### config.mk
export PLATFORM = sky130hd
export DESIGN_NAME = ack_bitfield_reliability_window_top_flat
export DESIGN_NICKNAME = d
export VERILOG_FILES = /design/src/sv/abrw_pkg.sv /design/src/sv/abrw_if.sv /design/src/sv/ack_bitfield_reliability_window_top.sv /design/src/flat_wrapper.sv
export SDC_FILE = /design/constraint.sdc
export NUM_CORES = 2
export LEC_CHECK = 0
export BUFFER_PORTS_ARGS = -buffer_cell sky130_fd_sc_hd__buf_2
export CAP_MARGIN = 20
export CELL_PAD_IN_SITES_DETAIL_PLACEMENT = 2
export CELL_PAD_IN_SITES_GLOBAL_PLACEMENT = 2
export CORE_MARGIN = 2
export CORE_UTILIZATION = 48
export DETAILED_ROUTE_END_ITERATION = 7
export PLACE_DENSITY = 0.79
export SLEW_MARGIN = 30
export SYNTH_ARGS = -nofsm -noshare
export SYNTH_HDL_FRONTEND = slang
export SYNTH_SLANG_ARGS = --single-unit
### constraint.sdc
create_clock -name clk -period 10.3 [get_ports clk]
set_input_delay 1.545 -clock clk [delete_from_list [all_inputs] [get_ports clk]]
set_output_delay 1.545 -clock clk [all_outputs]
set_load 0.01 [all_outputs]
### src/sv/abrw_pkg.sv
`timescale 1ns / 1ps
// ----------------------------------------------------------------------------
// abrw_pkg
// Codes, widths and shared types of the ack-bitfield reliability window.
// ----------------------------------------------------------------------------
package abrw_pkg;

  localparam int SEQ_W     = 16;
  localparam int TIME_W    = 32;
  localparam int SLOT_W    = 6;
  localparam int MASK_BITS = 16;

  typedef enum logic [1:0] {
    OP_SEND = 2'd0,
    OP_RECV = 2'd1,
    OP_TICK = 2'd2
  } op_e_t;

  typedef enum logic [1:0] {
    KIND_SEND = 2'd0,
    KIND_RECV = 2'd1,
    KIND_RETX = 2'd2
  } kind_e_t;

endpackage

### src/sv/abrw_if.sv
`timescale 1ns / 1ps
// ----------------------------------------------------------------------------
// abrw_if
// Event and result channels of the reliability window, valid/ready framed.
// ----------------------------------------------------------------------------
interface abrw_in_if
  import abrw_pkg::*;
();
  logic                valid;
  logic                ready;
  logic [1:0]          op;
  logic [TIME_W-1:0]   now;
  logic [SEQ_W-1:0]    remote_seq;
  logic [SEQ_W-1:0]    remote_ack;
  logic [MASK_BITS-1:0] remote_ack_mask;

  modport source (output valid, op, now, remote_seq, remote_ack, remote_ack_mask,
                  input ready);
  modport sink   (input valid, op, now, remote_seq, remote_ack, remote_ack_mask,
                  output ready);
endinterface

interface abrw_out_if
  import abrw_pkg::*;
();
  logic                 valid;
  logic                 ready;
  logic [1:0]           kind;
  logic [SEQ_W-1:0]     seq_out;
  logic [SLOT_W-1:0]    slot_out;
  logic                 is_new;
  logic [SEQ_W-1:0]     local_ack;
  logic [MASK_BITS-1:0] local_ack_mask;
  logic                 last;

  modport source (output valid, kind, seq_out, slot_out, is_new, local_ack,
                  local_ack_mask, last, input ready);
  modport sink   (input valid, kind, seq_out, slot_out, is_new, local_ack,
                  local_ack_mask, last, output ready);
endinterface

### src/sv/ack_bitfield_reliability_window_top.sv
`timescale 1ns / 1ps
// ----------------------------------------------------------------------------
// ack_bitfield_reliability_window_top
// Sequence, acknowledgement and retransmit bookkeeping of a reliable datagram
// channel. Entry sequence and time stamp live in one synchronous memory of
// WINDOW_SIZE words; valid bits sit in flip-flops. A send is held in the
// pending register and moved into the output register once that is free, and
// the next event is accepted only after that move. A receive or a tick walks
// the whole window through the single memory read port, one entry a cycle
// while the result side does not hold back a word. The retransmit word of each
// expired entry is held back until the next expiry or the end of the walk so
// that its last flag is known.
// Events are taken one at a time; the previous result word may still wait in
// the output register while the next event is accepted.
// ----------------------------------------------------------------------------
module ack_bitfield_reliability_window_top
  import abrw_pkg::*;
#(
  parameter int WINDOW_SIZE = 32
) (
  input  logic              clk,
  input  logic              rst_n,
  input  logic              cfg_we,
  input  logic [TIME_W-1:0] cfg_wdata,
  abrw_in_if.sink           in_ch,
  abrw_out_if.source        out_ch
);

  localparam int IDX_W   = $clog2(WINDOW_SIZE);
  localparam int CNT_W   = $clog2(WINDOW_SIZE + 1);
  localparam int ENTRY_W = SEQ_W + TIME_W;
  localparam logic [TIME_W-1:0] TIMEOUT_RST = 32'd100;

  typedef enum logic [1:0] {
    ST_IDLE,
    ST_SCAN,
    ST_FINISH
  } state_t;

  // control state
  state_t                 state_r, state_nxt;
  logic [SEQ_W-1:0]       tx_seq_r, tx_seq_nxt;
  logic [IDX_W-1:0]       next_slot_r, next_slot_nxt;
  logic [WINDOW_SIZE-1:0] valid_r, valid_nxt;
  logic [SEQ_W-1:0]       newest_r, newest_nxt;
  logic [MASK_BITS-1:0]   rmask_r, rmask_nxt;
  logic                   any_r, any_nxt;
  logic [TIME_W-1:0]      timeout_r, timeout_nxt;
  logic [CNT_W-1:0]       issue_r, issue_nxt;
  logic                   eval_v_r, eval_v_nxt;
  logic                   pend_v_r, pend_v_nxt;
  logic                   out_valid_r, out_valid_nxt;

  // payload
  op_e_t                  op_r, op_nxt;
  logic [TIME_W-1:0]      now_r, now_nxt;
  logic [SEQ_W-1:0]       rack_r, rack_nxt;
  logic [MASK_BITS-1:0]   rackm_r, rackm_nxt;
  logic [IDX_W-1:0]       eval_idx_r, eval_idx_nxt;
  kind_e_t                pend_kind_r, pend_kind_nxt;
  logic [SEQ_W-1:0]       pend_seq_r, pend_seq_nxt;
  logic [SLOT_W-1:0]      pend_slot_r, pend_slot_nxt;
  logic                   pend_new_r, pend_new_nxt;
  logic [SEQ_W-1:0]       pend_ack_r, pend_ack_nxt;
  logic [MASK_BITS-1:0]   pend_mask_r, pend_mask_nxt;
  kind_e_t                out_kind_r, out_kind_nxt;
  logic [SEQ_W-1:0]       out_seq_r, out_seq_nxt;
  logic [SLOT_W-1:0]      out_slot_r, out_slot_nxt;
  logic                   out_new_r, out_new_nxt;
  logic [SEQ_W-1:0]       out_ack_r, out_ack_nxt;
  logic [MASK_BITS-1:0]   out_mask_r, out_mask_nxt;
  logic                   out_last_r, out_last_nxt;

  // window memory
  logic [ENTRY_W-1:0]     mem [WINDOW_SIZE];
  logic [ENTRY_W-1:0]     rd_data_r;
  logic                   mem_we, mem_re;
  logic [IDX_W-1:0]       mem_waddr, mem_raddr;
  logic [ENTRY_W-1:0]     mem_wdata;

  logic                   accept, out_free;

  // receive path
  logic [SEQ_W-1:0]       gap, ngap;
  logic                   fwd, late;
  logic [MASK_BITS-1:0]   shifted, fwd_bit, late_bit;
  logic [SEQ_W-1:0]       rx_newest;
  logic [MASK_BITS-1:0]   rx_mask;
  logic                   rx_fresh;

  // scan evaluation
  logic [SEQ_W-1:0]       ent_seq;
  logic [TIME_W-1:0]      ent_stamp;
  logic                   ent_valid;
  logic [SEQ_W-1:0]       agap;
  logic                   ack_hit;
  logic [TIME_W-1:0]      age;
  logic                   hit_ack, hit_tmo, stall;

  assign in_ch.ready = (state_r == ST_IDLE);
  assign accept      = in_ch.valid && in_ch.ready;
  assign out_free    = !out_valid_r || out_ch.ready;

  assign out_ch.valid          = out_valid_r;
  assign out_ch.kind           = out_kind_r;
  assign out_ch.seq_out        = out_seq_r;
  assign out_ch.slot_out       = out_slot_r;
  assign out_ch.is_new         = out_new_r;
  assign out_ch.local_ack      = out_ack_r;
  assign out_ch.local_ack_mask = out_mask_r;
  assign out_ch.last           = out_last_r;

  // Receive bookkeeping: signed distance of the arriving sequence
  always_comb begin
    gap      = in_ch.remote_seq - newest_r;
    ngap     = SEQ_W'(0) - gap;
    fwd      = !gap[SEQ_W-1] && (gap != '0);
    late     = gap[SEQ_W-1] && (ngap < SEQ_W'(MASK_BITS));
    shifted  = (gap >= SEQ_W'(MASK_BITS)) ? '0 : (rmask_r << gap[3:0]);
    fwd_bit  = (gap <= SEQ_W'(MASK_BITS)) ? (MASK_BITS'(1) << (gap[3:0] - 4'd1)) : '0;
    late_bit = MASK_BITS'(1) << (ngap[3:0] - 4'd1);
    rx_newest = newest_r;
    rx_mask   = rmask_r;
    rx_fresh  = 1'b0;
    if (!any_r) begin
      rx_newest = in_ch.remote_seq;
      rx_mask   = '0;
      rx_fresh  = 1'b1;
    end else if (fwd) begin
      rx_newest = in_ch.remote_seq;
      rx_mask   = shifted | fwd_bit;
      rx_fresh  = 1'b1;
    end else if (late && ((rmask_r & late_bit) == '0)) begin
      rx_mask   = rmask_r | late_bit;
      rx_fresh  = 1'b1;
    end
  end

  // Entry evaluation on the registered read data
  always_comb begin
    ent_seq   = rd_data_r[ENTRY_W-1:TIME_W];
    ent_stamp = rd_data_r[TIME_W-1:0];
    ent_valid = valid_r[eval_idx_r];
    agap      = rack_r - ent_seq;
    ack_hit   = (agap == '0) ||
                (!agap[SEQ_W-1] && (agap <= SEQ_W'(MASK_BITS)) &&
                 rackm_r[agap[3:0] - 4'd1]);
    age       = now_r - ent_stamp;
    hit_ack   = eval_v_r && (op_r == OP_RECV) && ent_valid && ack_hit;
    hit_tmo   = eval_v_r && (op_r == OP_TICK) && ent_valid && (age > timeout_r);
    stall     = hit_tmo && pend_v_r && !out_free;
  end

  always_comb begin
    state_nxt     = state_r;
    tx_seq_nxt    = tx_seq_r;
    next_slot_nxt = next_slot_r;
    valid_nxt     = valid_r;
    newest_nxt    = newest_r;
    rmask_nxt     = rmask_r;
    any_nxt       = any_r;
    timeout_nxt   = cfg_we ? cfg_wdata : timeout_r;
    issue_nxt     = issue_r;
    eval_v_nxt    = eval_v_r;
    pend_v_nxt    = pend_v_r;
    out_valid_nxt = out_valid_r && !out_ch.ready;
    op_nxt        = op_r;
    now_nxt       = now_r;
    rack_nxt      = rack_r;
    rackm_nxt     = rackm_r;
    eval_idx_nxt  = eval_idx_r;
    pend_kind_nxt = pend_kind_r;
    pend_seq_nxt  = pend_seq_r;
    pend_slot_nxt = pend_slot_r;
    pend_new_nxt  = pend_new_r;
    pend_ack_nxt  = pend_ack_r;
    pend_mask_nxt = pend_mask_r;
    out_kind_nxt  = out_kind_r;
    out_seq_nxt   = out_seq_r;
    out_slot_nxt  = out_slot_r;
    out_new_nxt   = out_new_r;
    out_ack_nxt   = out_ack_r;
    out_mask_nxt  = out_mask_r;
    out_last_nxt  = out_last_r;
    mem_we        = 1'b0;
    mem_re        = 1'b0;
    mem_waddr     = next_slot_r;
    mem_raddr     = issue_r[IDX_W-1:0];
    mem_wdata     = {tx_seq_r, in_ch.now};

    case (state_r)
      ST_IDLE: begin
        if (accept) begin
          case (in_ch.op)
            OP_SEND: begin
              mem_we                 = 1'b1;
              valid_nxt[next_slot_r] = 1'b1;
              tx_seq_nxt             = tx_seq_r + SEQ_W'(1);
              // slot wraps with the window and with the sequence counter
              if ((next_slot_r == IDX_W'(WINDOW_SIZE - 1)) || (tx_seq_r == '1)) begin
                next_slot_nxt = '0;
              end else begin
                next_slot_nxt = next_slot_r + IDX_W'(1);
              end
              pend_kind_nxt = KIND_SEND;
              pend_seq_nxt  = tx_seq_r;
              pend_slot_nxt = SLOT_W'(next_slot_r);
              pend_new_nxt  = 1'b0;
              pend_ack_nxt  = '0;
              pend_mask_nxt = '0;
              pend_v_nxt    = 1'b1;
              state_nxt     = ST_FINISH;
            end
            OP_RECV: begin
              newest_nxt    = rx_newest;
              rmask_nxt     = rx_mask;
              any_nxt       = 1'b1;
              pend_kind_nxt = KIND_RECV;
              pend_seq_nxt  = '0;
              pend_slot_nxt = '0;
              pend_new_nxt  = rx_fresh;
              pend_ack_nxt  = rx_newest;
              pend_mask_nxt = rx_mask;
              pend_v_nxt    = 1'b1;
              op_nxt        = OP_RECV;
              rack_nxt      = in_ch.remote_ack;
              rackm_nxt     = in_ch.remote_ack_mask;
              issue_nxt     = '0;
              eval_v_nxt    = 1'b0;
              state_nxt     = ST_SCAN;
            end
            OP_TICK: begin
              op_nxt     = OP_TICK;
              now_nxt    = in_ch.now;
              issue_nxt  = '0;
              eval_v_nxt = 1'b0;
              state_nxt  = ST_SCAN;
            end
            default: begin
              // unused op code: drop the word
            end
          endcase
        end
      end

      ST_SCAN: begin
        if (!stall) begin
          if (hit_ack) begin
            valid_nxt[eval_idx_r] = 1'b0;
          end
          if (hit_tmo) begin
            mem_we    = 1'b1;
            mem_waddr = eval_idx_r;
            mem_wdata = {ent_seq, now_r};
            // release the held request, it is not the final one
            if (pend_v_r) begin
              out_valid_nxt = 1'b1;
              out_kind_nxt  = pend_kind_r;
              out_seq_nxt   = pend_seq_r;
              out_slot_nxt  = pend_slot_r;
              out_new_nxt   = pend_new_r;
              out_ack_nxt   = pend_ack_r;
              out_mask_nxt  = pend_mask_r;
              out_last_nxt  = 1'b0;
            end
            pend_kind_nxt = KIND_RETX;
            pend_seq_nxt  = ent_seq;
            pend_slot_nxt = SLOT_W'(eval_idx_r);
            pend_new_nxt  = 1'b0;
            pend_ack_nxt  = '0;
            pend_mask_nxt = '0;
            pend_v_nxt    = 1'b1;
          end
          if (issue_r < CNT_W'(WINDOW_SIZE)) begin
            mem_re       = 1'b1;
            issue_nxt    = issue_r + CNT_W'(1);
            eval_v_nxt   = 1'b1;
            eval_idx_nxt = issue_r[IDX_W-1:0];
          end else begin
            eval_v_nxt = 1'b0;
            state_nxt  = ST_FINISH;
          end
        end
      end

      ST_FINISH: begin
        if (!pend_v_r) begin
          state_nxt = ST_IDLE;
        end else if (out_free) begin
          out_valid_nxt = 1'b1;
          out_kind_nxt  = pend_kind_r;
          out_seq_nxt   = pend_seq_r;
          out_slot_nxt  = pend_slot_r;
          out_new_nxt   = pend_new_r;
          out_ack_nxt   = pend_ack_r;
          out_mask_nxt  = pend_mask_r;
          out_last_nxt  = 1'b1;
          pend_v_nxt    = 1'b0;
          state_nxt     = ST_IDLE;
        end
      end

      default: begin
        state_nxt = ST_IDLE;
      end
    endcase
  end

  always_ff @(posedge clk) begin
    if (mem_we) begin
      mem[mem_waddr] <= mem_wdata;
    end
    if (mem_re) begin
      rd_data_r <= mem[mem_raddr];
    end
  end

  always_ff @(posedge clk) begin
    if (!rst_n) begin
      state_r     <= ST_IDLE;
      tx_seq_r    <= '0;
      next_slot_r <= '0;
      valid_r     <= '0;
      newest_r    <= '0;
      rmask_r     <= '0;
      any_r       <= 1'b0;
      timeout_r   <= TIMEOUT_RST;
      issue_r     <= '0;
      eval_v_r    <= 1'b0;
      pend_v_r    <= 1'b0;
      out_valid_r <= 1'b0;
    end else begin
      state_r     <= state_nxt;
      tx_seq_r    <= tx_seq_nxt;
      next_slot_r <= next_slot_nxt;
      valid_r     <= valid_nxt;
      newest_r    <= newest_nxt;
      rmask_r     <= rmask_nxt;
      any_r       <= any_nxt;
      timeout_r   <= timeout_nxt;
      issue_r     <= issue_nxt;
      eval_v_r    <= eval_v_nxt;
      pend_v_r    <= pend_v_nxt;
      out_valid_r <= out_valid_nxt;
    end
  end

  always_ff @(posedge clk) begin
    op_r        <= op_nxt;
    now_r       <= now_nxt;
    rack_r      <= rack_nxt;
    rackm_r     <= rackm_nxt;
    eval_idx_r  <= eval_idx_nxt;
    pend_kind_r <= pend_kind_nxt;
    pend_seq_r  <= pend_seq_nxt;
    pend_slot_r <= pend_slot_nxt;
    pend_new_r  <= pend_new_nxt;
    pend_ack_r  <= pend_ack_nxt;
    pend_mask_r <= pend_mask_nxt;
    out_kind_r  <= out_kind_nxt;
    out_seq_r   <= out_seq_nxt;
    out_slot_r  <= out_slot_nxt;
    out_new_r   <= out_new_nxt;
    out_ack_r   <= out_ack_nxt;
    out_mask_r  <= out_mask_nxt;
    out_last_r  <= out_last_nxt;
  end

`ifndef SYNTHESIS
  a_idle_no_pending: assert property (@(posedge clk) disable iff (!rst_n)
    (state_r == ST_IDLE) |-> !pend_v_r)
    else $error("held result left behind on return to idle");

  a_slot_tracks_seq: assert property (@(posedge clk) disable iff (!rst_n)
    32'(next_slot_r) == (32'(tx_seq_r) % WINDOW_SIZE))
    else $error("next slot out of step with next sequence");

  a_send_advances: assert property (@(posedge clk) disable iff (!rst_n)
    (accept && (in_ch.op == OP_SEND)) |=> (tx_seq_r == $past(tx_seq_r) + SEQ_W'(1)))
    else $error("send did not advance the sequence");

  a_finish_drained: assert property (@(posedge clk) disable iff (!rst_n)
    (state_r == ST_FINISH) |-> !eval_v_r)
    else $error("scan left an entry unevaluated");
`endif

endmodule
### src/flat_wrapper.sv
// flat-port wrapper written by rule: the top's interface ports become plain ports
module ack_bitfield_reliability_window_top_flat import abrw_pkg::*;
#(
  parameter int WINDOW_SIZE = 32
)
  (clk, rst_n, cfg_we, cfg_wdata, in_ch_valid, in_ch_op, in_ch_now, in_ch_remote_seq, in_ch_remote_ack, in_ch_remote_ack_mask, in_ch_ready, out_ch_valid, out_ch_kind, out_ch_seq_out, out_ch_slot_out, out_ch_is_new, out_ch_local_ack, out_ch_local_ack_mask, out_ch_last, out_ch_ready);
  abrw_in_if in_ch_i ();
  abrw_out_if out_ch_i ();
  input  logic clk;
  input  logic rst_n;
  input  logic cfg_we;
  input  logic [TIME_W-1:0] cfg_wdata;
  input wire logic [$bits(in_ch_i.valid)-1:0] in_ch_valid;
  input wire logic [$bits(in_ch_i.op)-1:0] in_ch_op;
  input wire logic [$bits(in_ch_i.now)-1:0] in_ch_now;
  input wire logic [$bits(in_ch_i.remote_seq)-1:0] in_ch_remote_seq;
  input wire logic [$bits(in_ch_i.remote_ack)-1:0] in_ch_remote_ack;
  input wire logic [$bits(in_ch_i.remote_ack_mask)-1:0] in_ch_remote_ack_mask;
  output wire logic [$bits(in_ch_i.ready)-1:0] in_ch_ready;
  output wire logic [$bits(out_ch_i.valid)-1:0] out_ch_valid;
  output wire logic [$bits(out_ch_i.kind)-1:0] out_ch_kind;
  output wire logic [$bits(out_ch_i.seq_out)-1:0] out_ch_seq_out;
  output wire logic [$bits(out_ch_i.slot_out)-1:0] out_ch_slot_out;
  output wire logic [$bits(out_ch_i.is_new)-1:0] out_ch_is_new;
  output wire logic [$bits(out_ch_i.local_ack)-1:0] out_ch_local_ack;
  output wire logic [$bits(out_ch_i.local_ack_mask)-1:0] out_ch_local_ack_mask;
  output wire logic [$bits(out_ch_i.last)-1:0] out_ch_last;
  input wire logic [$bits(out_ch_i.ready)-1:0] out_ch_ready;
  assign in_ch_i.valid = in_ch_valid;
  assign in_ch_i.op = in_ch_op;
  assign in_ch_i.now = in_ch_now;
  assign in_ch_i.remote_seq = in_ch_remote_seq;
  assign in_ch_i.remote_ack = in_ch_remote_ack;
  assign in_ch_i.remote_ack_mask = in_ch_remote_ack_mask;
  assign in_ch_ready = in_ch_i.ready;
  assign out_ch_valid = out_ch_i.valid;
  assign out_ch_kind = out_ch_i.kind;
  assign out_ch_seq_out = out_ch_i.seq_out;
  assign out_ch_slot_out = out_ch_i.slot_out;
  assign out_ch_is_new = out_ch_i.is_new;
  assign out_ch_local_ack = out_ch_i.local_ack;
  assign out_ch_local_ack_mask = out_ch_i.local_ack_mask;
  assign out_ch_last = out_ch_i.last;
  assign out_ch_i.ready = out_ch_ready;
  ack_bitfield_reliability_window_top #(.WINDOW_SIZE(WINDOW_SIZE)) u_core (.clk(clk), .rst_n(rst_n), .cfg_we(cfg_we), .cfg_wdata(cfg_wdata), .in_ch(in_ch_i), .out_ch(out_ch_i));
endmodule
======== Yosys cells after proc, flatten, opt, wreduce, memory -nomap -nowiden ========
Memory sizes are Yosys's and may differ from the RTL's. A register that Yosys moved wholly into a read port is not among the register bits.
Cells that the tools add are included.
storage, ports and cells
  memories ................................ 1
  output and inout bits ................... 60
  memory bits (writable) .................. 1,536
  word-level logic and storage cells ...... 273
  register bits after elaboration ......... 315
  input port bits ......................... 119
operators by class
  add/sub/neg operators ................... 10
  equality and inequality tests ........... 23
  bitwise operators ....................... 7
  multiplexer cells ....................... 140
  shifts and indexed selects .............. 3
  $lt $le $gt $ge ......................... 11
  reduce and logical (&&, ||, !) cells .... 48
memory list
  memory      words  width  rd ports  clocked after Yosys merged registers in  write ports  RTL line                                   text
  u_core.mem  32     48     1         1                                        1            ack_bitfield_reliability_window_top.sv:75  logic [ENTRY_W-1:0] mem [WINDOW_SIZE];
operators by type and width
  cell                   number
  $mux 16                29
  $pmux 16 s2            9
  $mux 48                3
  $mux 32                4
  $mux 6                 12
  $pmux 32 s2            1
  $pmux 6 s2             4
  $mux 1                 43
  $and 32x32->32         1
  $gt 32x32->1           1
  $le 16x5->1 const B    2
  $logic_not 16->1       2
  $not 32->32            1
  $or 16x16->16          2
  $or 32x32->32          1
  $shl 1x4->16 const A   2
  $sub 16x16->16         2
  $sub 32x32->32         1
  $mux 2                 13
  $reduce_and 5->1       5
  $mux 5                 4
  $pmux 2 s2             5
  $logic_and 1x1->1      17
  $add 16x1->16 const B  1
  36 further kinds       77

======== Longest topological paths before layout ========
  depth in word-level cells ............... 13
  gate-level depth with buffers ........... 25
  depth with buffers taken out ............ 23

======== Least setup slack after synthesis ========
Ideal clock, no wire load.
  kind .................................... register to register
  start ................................... register u_core.now_r[1]
  end ..................................... memory u_core.mem[21][0] (netlist bit) (enable)
  setup time .............................. 0.513 ns
  path buffers ............................ 2
  cell stages (with the launch flop) ...... 23
  data required time ...................... 9.787 ns
  period minus slack after synthesis ...... 8.761 ns
  arrival time ............................ 8.248 ns
  slack ................................... 1.539 ns
  path through ............................ edfxtp_1 -> ha_1 -> nor2b_1 -> o31a_1 -> o41ai_1 -> o211ai_1 -> o21a_1 -> a41o_1 -> a21oi_1 -> nor2_1 -> a311o_1 -> xnor2_1 -> ha_1 -> nand4_1 -> nor4_1 -> nand3_1 -> nor4_1 -> nor4b_2 -> and4_1 -> buf_2 -> mux2_2 -> buf_2 -> nor3_1
between the ends
  word-level cells in the longest chain between the ends .. 9
  elaborated cells between the ends (all ways) .. 13
  classes of those cells .................. add/sub: 1; order compare: 1; mux: 8; reduce/logical: 3
ends and longest elaborated chain
  element                         RTL line                                    text
  from (decl)                     ack_bitfield_reliability_window_top.sv:56   logic [TIME_W-1:0] now_r, now_nxt;
  from (signal assigned)          ack_bitfield_reliability_window_top.sv:350  now_r <= now_nxt;
  $sub 32x32->32 (*)              ack_bitfield_reliability_window_top.sv:148  age = now_r - ent_stamp;
  $gt 32x32->1 (*)                ack_bitfield_reliability_window_top.sv:150  hit_tmo = eval_v_r && (op_r == OP_TICK) && ent_valid && (age > timeout_r);
  $logic_and 1x1->1 (*)           ack_bitfield_reliability_window_top.sv:150
  $logic_and 1x1->1 (2 in a row)  ack_bitfield_reliability_window_top.sv:151  stall = hit_tmo && pend_v_r && !out_free;
  $mux 1                          ack_bitfield_reliability_window_top.sv:247  if (!stall) begin
  $pmux 1 s2                      ack_bitfield_reliability_window_top.sv:191  case (state_r)
  $mux 1                          ack_bitfield_reliability_window_top.sv:310  if (mem_we) begin
  $mux 1 (implied by the code)    ack_bitfield_reliability_window_top.sv:311  mem[mem_waddr] <= mem_wdata;
  to (decl)                       ack_bitfield_reliability_window_top.sv:75
Every way passes the cells marked *; elsewhere a longest branch is shown, timed or not.

======== Worst setup path in the final report ========
  start ................................... register u_core.now_r[0]
  end ..................................... memory u_core.mem[18][23] (netlist bit) (enable)
The elaborated chain is that of the path after synthesis.

==> results.json <==
{
  "grt_overflow_total": 0,
  "numClockSinks": 1897,
  "grtUsageMet3": 0.0657,
  "critPathRequiredTime_ps": 10760,
  "cts_resized": 2,
  "critPathCaptureType": "flip-flop",
  "path_buf_inv": 5,
  "io_buffers": 177,
  "path_clk_slew_ps": 60,
  "hold_class": "flip-flop to flip-flop",
  "ys.flop_type": "edfxtp_1",
  "postCtsSetupBuffers": 0,
  "grt_usage": 0.363,
  "crit_top_cell": "nand3_1",
  "drt_iter0_drc": 5931,
  "tightest_slew_ps": 1110,
  "syn_avg_cell_area_sq_um": 18.0,
  "cp_max_fo": 48,
  "setup_viol": 0,
  "post_dp_cell_area_sq_um": 82200,
  "power_mw": 17.6,
  "syn_inst": 4338,
  "wl_per_cell_microns": 43.6,
  "cts_tree": "built",
  "period_needed_ps": 9830,
  "hpwl_microns": 176000,
  "holdWs_ps": 408,
  "netlist_area_sq_um": 78200,
  "synthArstFlopShare": 0,
  "stdcell_area_sq_um": 88600,
  "wl_microns": 302000,
  "cts_made_buffers": 196,
  "arrival_ps": 10300,
  "gp_congestion": 0.845,
  "place_ws_ps": 438,
  "fp.dieW_microns": 408,
  "grt_pass1_wl_microns": 421000,
  "startpoint_type": "flip-flop",
  "holdPathStages": 0,
  "gr-usage-met2": 0.612,
  "fin_nets": 4829,
  "die_area_sq_um": 166000,
  "row_count": 148,
  "max_clock_freq_mhz": 102,
  "rsz0062_at_grt": "no",
  "busiest_layer": "met2",
  "use_met1": 0.448,
  "fin_tns_setup_ps": 0,
  "ys_ff_latch": 1897,
  "grt_max_degree": 127,
  "drv_cap": 0,
  "cts_hold_buf": 0,
  "vias": 47500,
  "drv_slew": 0,
  "ant_nets": 0,
  "maxSlewHeadroom": 0.255,
  "start_util": 0.482,
  "antenna_found_initial": 18,
  "hold_violations": 0,
  "path_depth": 26,
  "vias_per_cell": 6.85,
  "clock_path_buffers": 3,
  "coreArea_sq_um": 162000,
  "path_class": "flip-flop to flip-flop",
  "route.detailed.drc": 0,
  "layout_commonest_cell": "edfxtp_1",
  "clk_latency_ps": 860,
  "yosysWarnings": 0,
  "status": "complete, no violations",
  "htree_levels": 4,
  "ys_types": 92,
  "fill_cells": 13900,
  "yosysSeqAreaShare": 0.712,
  "setup_ws_ps": 467,
  "power_density_nw_per_um2": 198,
  "root_buffer": "clkbuf_16",
  "drtPass1Iterations": 6,
  "die_h_microns": 408,
  "p_leak_nw": 29.3,
  "syn-num-nets": 4574,
  "synth_edf_count": 1768,
  "areaGrowthSynthToFinish_pct": 13.3,
  "io_pins": 179,
  "min_period_over_period": 0.955,
  "grt_pass1_vias": 50500,
  "drive_above_1_share": 0.247,
  "reg2regPathDepth": 26,
  "slowest_stage": "nor4_1",
  "max_stage_delay_ps": 860,
  "crit_family": "simple AND/OR/NAND/NOR gates",
  "final_cell_mix": "edfxtp_1 (1768), mux4_2 (494), nand2_1 (363)",
  "finClkSkew_ps": 62.2,
  "worst_ir_drop_vdd_uv": 186
}
[per-layer routing]
metal / up-vias / wire (microns)
li1: 17900 / -
met1: 25500 / 108000
met2: 3156 / 151000
met3: 894 / 24000
met4: 12 / 18500
met5: - / 70
[final cells by class]
cell class                      instances  area (sq um)  area share
Tap cell                             2175          2720      0.0307
Clock buffer                          264          5350      0.0604
Clock inverter                         87           930      0.0105
Inverter                              142           536     0.00604
Sequential cell                      1897         55700       0.628
Multi-Input combinational cell       2080         21500       0.242
Antenna cell                           11          27.5    0.000311
Timing Repair Buffer                  276          1910      0.0215
[through the flow]
stage                     utilization  instances
after floorplan                     -       4338
after global placement          0.506       6565
after global routing            0.546       6922
final                           0.546       6932
after CTS                       0.545       6918
after detailed placement        0.506       6567
[power breakdown]
part	internal [mW]	total [mW]	switching, mW
sequential	8.56	8.67	0.115
combinational	0.512	1.57	1.06
clock	4.02	7.34	3.31
[registers in the layout, indices dropped and copies added (netlist names), 32 cells and up]
name and flops:
u_core.mem 1536, u_core.now_r 32, u_core.rd_data_r 48, u_core.timeout_r 32
u_core.valid_r 32
[cell families after synthesis]
logic type	share of synthesized area
flops	0.712
simple gates	0.0477
mux	0.157
compound gates	0.0393
buf+inv	0.0181
fa+ha+maj	0.0190
xor+xnor	0.00771
other cells	0.0000479
[path summary, 6_finish.rpt]
path / startpoint / to / slack (ps)
setup / recovery: u_core.now_r[0] / u_core.mem[18][23] / 470
setup reg to reg: u_core.now_r[0] / u_core.mem[18][23] / 470
hold / removal: u_core.pend_new_r / u_core.out_ch.is_new / 410
hold reg to reg: u_core.pend_new_r / u_core.out_ch.is_new / 410
[cells in the mapped netlist (12+ instances only)]
cell,count,share of area
nor2_1,176,0.0084
mux2_2,52,0.0075
a22oi_1,13,0.0012
nor3_1,72,0.0046
a21oi_1,128,0.0082
ha_1,114,0.018
edfxtp_1,1768,0.68
nand3_1,53,0.0034
a31oi_1,31,0.0025
buf_1,50,0.0024
nor2b_1,27,0.0022
xor2_1,31,0.0035
mux4_2,494,0.14
nand4_1,26,0.0021
nand2_1,363,0.017
inv_1,141,0.0068
and2_1,19,0.0015
o22ai_1,14,0.0011
o21a_1,20,0.0019
o21ai_0,95,0.0061
o32ai_1,12,0.0013
a21o_1,29,0.0028
buf_2,22,0.0014
mux2i_1,54,0.0069
nand2b_1,33,0.0026
and3_1,20,0.0016
o211ai_1,17,0.0016
dfxtp_1,129,0.033
a211oi_1,24,0.0023
xnor2_1,31,0.0035
clkbuf_1,139,0.0067
Note: power is estimated with default switching activity, not from simulation.
